==> src/sv/nnd_pkg.sv <==
package nnd_pkg;

	localparam int DIM_W = 9;
	localparam int OY_W = 6;
	localparam int CH_W = 8;
	localparam int OP_W = 2;
	localparam int CFG_IDX_W = 1;
	localparam int DIV_W = OY_W + DIM_W;
	localparam int OUT_SIZE_DEF = 50;
	localparam int MAX_SOURCE_DIM_DEF = 256;
	localparam logic [DIM_W-1:0] DIM_RESET = 9'd256;
	localparam logic [DIM_W-1:0] ROW_SAT = 9'd511;

	typedef enum logic [OP_W-1:0] {
		OP_PUSH = 2'd0,
		OP_REPLAY = 2'd1,
		OP_RESTART = 2'd2
	} op_t;

	typedef enum logic [CFG_IDX_W-1:0] {
		REG_SOURCE_WIDTH = 1'b0,
		REG_SOURCE_HEIGHT = 1'b1
	} reg_idx_t;

	typedef enum logic [1:0] {
		DIV_CUR,
		DIV_NEXT,
		DIV_WIDTH
	} div_sel_t;

	typedef enum logic [2:0] {
		ST_IDLE,
		ST_CUR,
		ST_PEND,
		ST_WID,
		ST_EMIT
	} state_t;

	typedef struct packed {
		logic push;
		logic replay;
		logic restart;
		logic div_start;
		div_sel_t div_sel;
		logic pend_set;
		logic step_init;
		logic issue;
		logic row_adv;
	} cmd_t;

	typedef struct packed {
		logic col_last;
		logic row_zero;
		logic col_zero;
		logic finished;
		logic div_busy;
		logic match;
		logic last_row;
		logic ox_last;
		logic out_free;
	} sts_t;

endpackage

==> src/sv/nnd_ctrl.sv <==
module nnd_ctrl (
	input  logic             clk,
	input  logic             arst_n,
	input  logic             in_valid,
	output logic             in_ready,
	input  logic [1:0]       operation,
	input  nnd_pkg::sts_t    sts,
	output nnd_pkg::cmd_t    cmd
);

	nnd_pkg::state_t state_q, state_d;

	always_ff @(posedge clk or negedge arst_n) begin
		if (!arst_n) begin
			state_q <= nnd_pkg::ST_IDLE;
		end else begin
			state_q <= state_d;
		end
	end

	always_comb begin
		state_d = state_q;
		case (state_q)
			nnd_pkg::ST_IDLE: begin
				if (in_valid) begin
					case (operation)
						nnd_pkg::OP_PUSH: begin
							if (!sts.finished && sts.col_last) state_d = nnd_pkg::ST_CUR;
						end
						nnd_pkg::OP_REPLAY: begin
							if (!sts.finished && !sts.row_zero && sts.col_zero)
								state_d = nnd_pkg::ST_CUR;
						end
						default: state_d = nnd_pkg::ST_IDLE;
					endcase
				end
			end
			nnd_pkg::ST_CUR: begin
				if (!sts.div_busy) begin
					if (!sts.match) state_d = nnd_pkg::ST_IDLE;
					else if (sts.last_row) state_d = nnd_pkg::ST_WID;
					else state_d = nnd_pkg::ST_PEND;
				end
			end
			nnd_pkg::ST_PEND: begin
				if (!sts.div_busy) state_d = nnd_pkg::ST_WID;
			end
			nnd_pkg::ST_WID: begin
				if (!sts.div_busy) state_d = nnd_pkg::ST_EMIT;
			end
			nnd_pkg::ST_EMIT: begin
				if (sts.out_free && sts.ox_last) state_d = nnd_pkg::ST_IDLE;
			end
			default: state_d = nnd_pkg::ST_IDLE;
		endcase
	end

	always_comb begin
		cmd = '0;
		cmd.div_sel = nnd_pkg::DIV_CUR;
		in_ready = 1'b0;
		case (state_q)
			nnd_pkg::ST_IDLE: begin
				in_ready = 1'b1;
				if (in_valid) begin
					case (operation)
						nnd_pkg::OP_PUSH: begin
							if (!sts.finished) begin
								cmd.push = 1'b1;
								cmd.div_start = sts.col_last;
							end
						end
						nnd_pkg::OP_REPLAY: begin
							if (!sts.finished && !sts.row_zero && sts.col_zero) begin
								cmd.replay = 1'b1;
								cmd.div_start = 1'b1;
							end
						end
						nnd_pkg::OP_RESTART: cmd.restart = 1'b1;
						default: cmd = '0;
					endcase
				end
			end
			nnd_pkg::ST_CUR: begin
				if (!sts.div_busy && sts.match) begin
					cmd.div_start = 1'b1;
					if (sts.last_row) begin
						cmd.pend_set = 1'b1;
						cmd.div_sel = nnd_pkg::DIV_WIDTH;
					end else begin
						cmd.div_sel = nnd_pkg::DIV_NEXT;
					end
				end
			end
			nnd_pkg::ST_PEND: begin
				if (!sts.div_busy) begin
					cmd.pend_set = 1'b1;
					cmd.div_start = 1'b1;
					cmd.div_sel = nnd_pkg::DIV_WIDTH;
				end
			end
			nnd_pkg::ST_WID: begin
				cmd.step_init = !sts.div_busy;
			end
			nnd_pkg::ST_EMIT: begin
				if (sts.out_free) begin
					cmd.issue = 1'b1;
					cmd.row_adv = sts.ox_last;
				end
			end
			default: cmd = '0;
		endcase
	end

endmodule

==> config.mk <==
export PLATFORM = sky130hd
export DESIGN_NAME = nnd_ctrl
export DESIGN_NICKNAME = d
export VERILOG_FILES = /design/src/sv/nnd_pkg.sv /design/src/sv/nnd_ctrl.sv
export SDC_FILE = /design/constraint.sdc
export NUM_CORES = 1
export LEC_CHECK = 0
export BUFFER_PORTS_ARGS = -buffer_cell sky130_fd_sc_hd__buf_2
export CORE_AREA = 8 8 45 47
export CTS_BUF_LIST = sky130_fd_sc_hd__clkbuf_2
export CTS_CLUSTER_DIAMETER = 30
export CTS_CLUSTER_SIZE = 20
export DETAILED_ROUTE_END_ITERATION = 16
export DIE_AREA = 0 0 53 55
export GPL_ROUTABILITY_DRIVEN = 0
export PLACE_DENSITY = 0.53
export SYNTH_ARGS = -nofsm -noshare
export SYNTH_HDL_FRONTEND = slang
export SYNTH_SLANG_ARGS = --single-unit
==> constraint.sdc <==
create_clock -name clk -period 4.5 [get_ports clk]
set_input_delay 0 -clock clk [delete_from_list [all_inputs] [get_ports clk]]
set_output_delay 0 -clock clk [all_outputs]
set_load 0.1 [all_outputs]
Word level (Yosys, flattened, before mapping)

Index checks and enable logic that the tools add are counted.

Reduce and logical (&&, ||, !) cells: 11
Multiplexer cells: 29
Equal/unequal tests: 13

Operators with widths:

| cell               | count |
|---|---|
| $mux 3             | 8 |
| $pmux 3 s5         | 1 |
| $pmux 4 s3         | 1 |
| $mux 10            | 1 |
| $ne 2x2->1 const B | 5 |
| $mux 1             | 9 |
| $mux 4             | 2 |
| $reduce_and 7->1   | 1 |
| $eq 3x2->1 const B | 2 |
| $mux 2             | 3 |
| $ne 3x3->1 const B | 2 |
| $pmux 3 s2         | 1 |
| $logic_and 1x1->1  | 5 |
| $pmux 1 s2         | 2 |
| $pmux 2 s2         | 1 |
| $eq 3x1->1 const B | 1 |
| $eq 3x3->1 const B | 1 |
| $logic_not 1->1    | 3 |
| $logic_not 3->1    | 1 |
| $eq 2x1->1 const B | 1 |
| $eq 2x2->1 const B | 1 |
| $logic_not 2->1    | 1 |

Register bits: 3
Bits of input ports: 14
Output and inout port bits: 11
Word-level logic and storage cells: 54

Depth between registers and ports, before layout

Depth after elaboration: 7
Depth in mapped cells: 5
Depth with buffers taken out: 3

Worst setup path before layout

Ideal clock, no wire load.

Path type: reg2out
Start: reg state_q[0]
End: out cmd[7] (netlist name)
Arrival time: 3.253 ns
Path buffers: 1
Setup slack: 1.247 ns
Cell stages (with the launch flop): 4
Data required time: 4.500 ns
Cell sequence: dfrtp_1 buf_6 or4b_4 nor3b_1

RTL lines:

| item                     | RTL line       | RTL |
|---|---|---|
| start: declaration       | nnd_ctrl.sv:11 | `nnd_pkg::state_t state_q, state_d;` |
| start signal: assignment | nnd_ctrl.sv:15 | `state_q <= nnd_pkg::ST_IDLE;` |
| start signal: assignment | nnd_ctrl.sv:17 | `state_q <= state_d;` |
| end: declaration         | nnd_ctrl.sv:8  | `output nnd_pkg::cmd_t cmd` |

==> metrics.md <==
| Metric | Value |
|---|---|
| Status | finished clean |
| Filler Cells Inserted | 159 |
| Busiest layer in global routing | met2 |
| Inst Count DP | 74 |
| Initial core utilization | 0.212 |
| Min cycle time layout | 2.13 ns |
| Most common cell after layout, fill and taps aside | buf_2 |
| Die X | 53 um |
| Critical path arrival | 2.13 ns |
| Netlist cell types | 23 |
| Final worst path period share | 0.473 |
| DR pass1 iterations | 2 |
| Unrepaired setup endpoints after global routing | false |
| Largest Register | state_q |
| Synthesis-stage register bit count | 3 |
| Drt wl/cell | 12.0 um |
| Max Freq | 0.469 GHz |
| Max FFs per register | 3 |
| Global Route met3 Usage | 0.0214 |
| Chip height | 55 um |
| Max-slew violations | 0 |
| Final ANT Viol Nets | 0 |
| CTS Buf Count | 3 |
| Worst r2r src | state_q[0] |
| Syn_nets | 50 |
| CP Capture Type | primary output |
| Worst relative slew slack | 0.675 |
| Final hold vios | 0 |
| CP Launch Type | register |
| Via density | 4.47 |
| Instance count on the critical path | 4 |
| CTS tree | done |
| Mapped Cells | 36 |
| R2R depth | 3 |
| Clock Latency Late Sink | 0.19 ns |
| Non-filler cells, final | 79 |
| CP max FO | 10 |
| Clock transition at the registers of the reported paths | 0.04 ns |
| Most frequent cells in the layout | buf_2 (24), nor2_1 (6), nand2_1 (4), clkbuf_2 (4) |
| Seq/Total Area, Yosys | 0.256 |
| Endpoints failing setup | 0 |
| Setup ws final | 2.37 ns |
| Multi-input logic area | 199 sq um |
| Residual DRC | 0 |
| Layout cells sized above 1 | 0.508 |
| Via Count | 353 |
| Slowest stage delay, CP | 0.58 ns |
| DP HPWL | 795 um |
| FF/Latch Area | 75.1 sq um |
| CP Buf/Inv Count | 1 |
| DRT Wirelength | 946 um |
| Initial antenna violation count | 0 |
| DP Worst Slack | 2.56 ns |
| Hold EP | state_q[1] |
| Synth warnings | 0 |
| Cell Pwr Density | 739 mW/mm^2 |
| Min-delay src | sts[4] |
| Vias in the first global route | 345 |
| Sequence of cells on the critical path | or4b_4 -> a2111o_1 -> nand2_1 -> buf_2 |
| CP delay by family, top | simple AND/OR/NAND/NOR gates |
| Placed Instance Area | 414 sq um |
| Core area | 0.00138 sq mm |
| Setup TNS | 0 ns |
| HP Class | in -> reg |
| Drt first-iter violations | 3 |
| CP Data Required Time | 4.50 ns |
| H-tree depth | 1 |
| First-pass GRT wire length | 1460 um |
| Root Driver | clkbuf_2 |
| Cell count of the worst hold path | 3 |
| Die area | 0.00292 sq mm |
| Gr ovfl total | 0 |
| LEAKAGE | 0.254 nW |
| Reg2reg setup slack | 2.86 ns |
| IO Count | 25 |
| Cell area after synthesis | 293 sq um |
| Total track usage | 0.0667 |
| Skew final | 0.00333 ns |
| Clock sinks | 3 |
| Avg Inst Size Synth | 8.13 sq um |
| Max cap viols | 0 |
| Top flop regs | state_q: 3 flops |
| Met1 usage | 0.0639 |
| Power after layout | 0.328 mW |
| Worst slew pin tran | 0.490 ns |
| PortBufs | 24 |
| Max Root-Sink Buffers | 2 |
| Met2 Resource Use GR | 0.111 |
| Nets | 78 |
| Row cnt | 14 |
| Final Instance Area | 444 sq um |
| R2r endpoint | state_q[0] |
| Worst-path cell with the longest stage delay | or4b_4 |
| Largest net degree at the start of global routing | 11 |
| # diodes | 0 |
| Crit path kind | reg -> out |
| Synthesis-to-layout area growth | 51.7% |
| Worst VDD drop | 0.000422 V |
| Setup bufs post-CTS | 0 |
## worst min-delay path: stages
cell	delay (ns)
buf_2	0.10
nand3b_1	0.07
nand2_1	0.06
## timing repair
action / 4_1_cts / 5_1_grt
hold buffers: 1 / 0
endpoints found under the hold margin: 3 / 0
resized for setup: 0 / 0
## cell families (layout without fill, tap and decap cells)
family	Yosys count	after routing	synth area share
flops	3	3	0.256
compound gates	6	6	0.154
simple gates	25	25	0.526
buf+inv	2	29	0.0641
## synthesized netlist by cell type
master	count	area, sq um
a2111o_1	1	11.3
a31o_2	1	8.76
and2b_2	1	8.76
and3_1	1	6.26
and3_2	1	7.51
and3b_1	2	17.5
buf_4	1	7.51
buf_6	1	11.3
dfrtp_1	3	75.1
nand2_1	4	15.0
nand2b_1	1	6.26
nand3b_1	3	22.5
nand4b_1	1	8.76
nor2_1	6	22.5
nor2b_1	1	6.26
nor3_1	1	5.00
nor3b_1	1	7.51
o211ai_1	1	7.51
o21a_1	1	7.51
o21ai_0	1	5.00
o21ai_1	1	5.00
or3_1	1	6.26
or4b_4	1	13.8
## final cells by class
class / count / area share
clock buffers: 4 / 0.0451
multi-input cells: 31 / 0.448
flip-flops and latches: 3 / 0.169
well taps: 16 / 0.0451
repair buffers: 25 / 0.293
## power by group
group	switching [mW]	internal, mW	leakage [nW]
registers	0.0212	0.0366	0.0402
clock network	0.0120	0.0234	0.0166
logic	0.185	0.0499	0.197
total	0.218	0.110	0.254
## metal layers
metal  vias to the layer above  share of wire  routed length [um]
li1                        185              -                   -
met1                       155           0.38                 356
met2                        13           0.51                 481
met3                         0           0.11                 107
met4                         0              0                   0
met5                         -              0                   0
## per-stage QoR
| stage | util | hold WS [ns] |
|---|---|---|
| 2_1_floorplan | - | -0.296 |
| 3_3_place_gp | 0.299 | -0.203 |
| 3_5_place_dp | 0.299 | -0.202 |
| 4_1_cts | 0.321 | 0.0714 |
| 5_1_grt | 0.321 | 0.0661 |
| 6_report | 0.321 | 0.0814 |
## how the worst max path moves through the flow
stage / slack, ns / endpoint / start
after global routing: 2.26 / cmd[6] / state_q[0]
after floorplan: 1.25 / cmd[7] / state_q[0]
after detailed placement: 2.56 / cmd[6] / state_q[0]
after CTS: 2.35 / cmd[6] / state_q[0]
after global placement: 2.58 / cmd[6] / state_q[0]
final: 2.37 / cmd[6] / state_q[0]
Note: power is estimated with default switching activity, not from simulation.
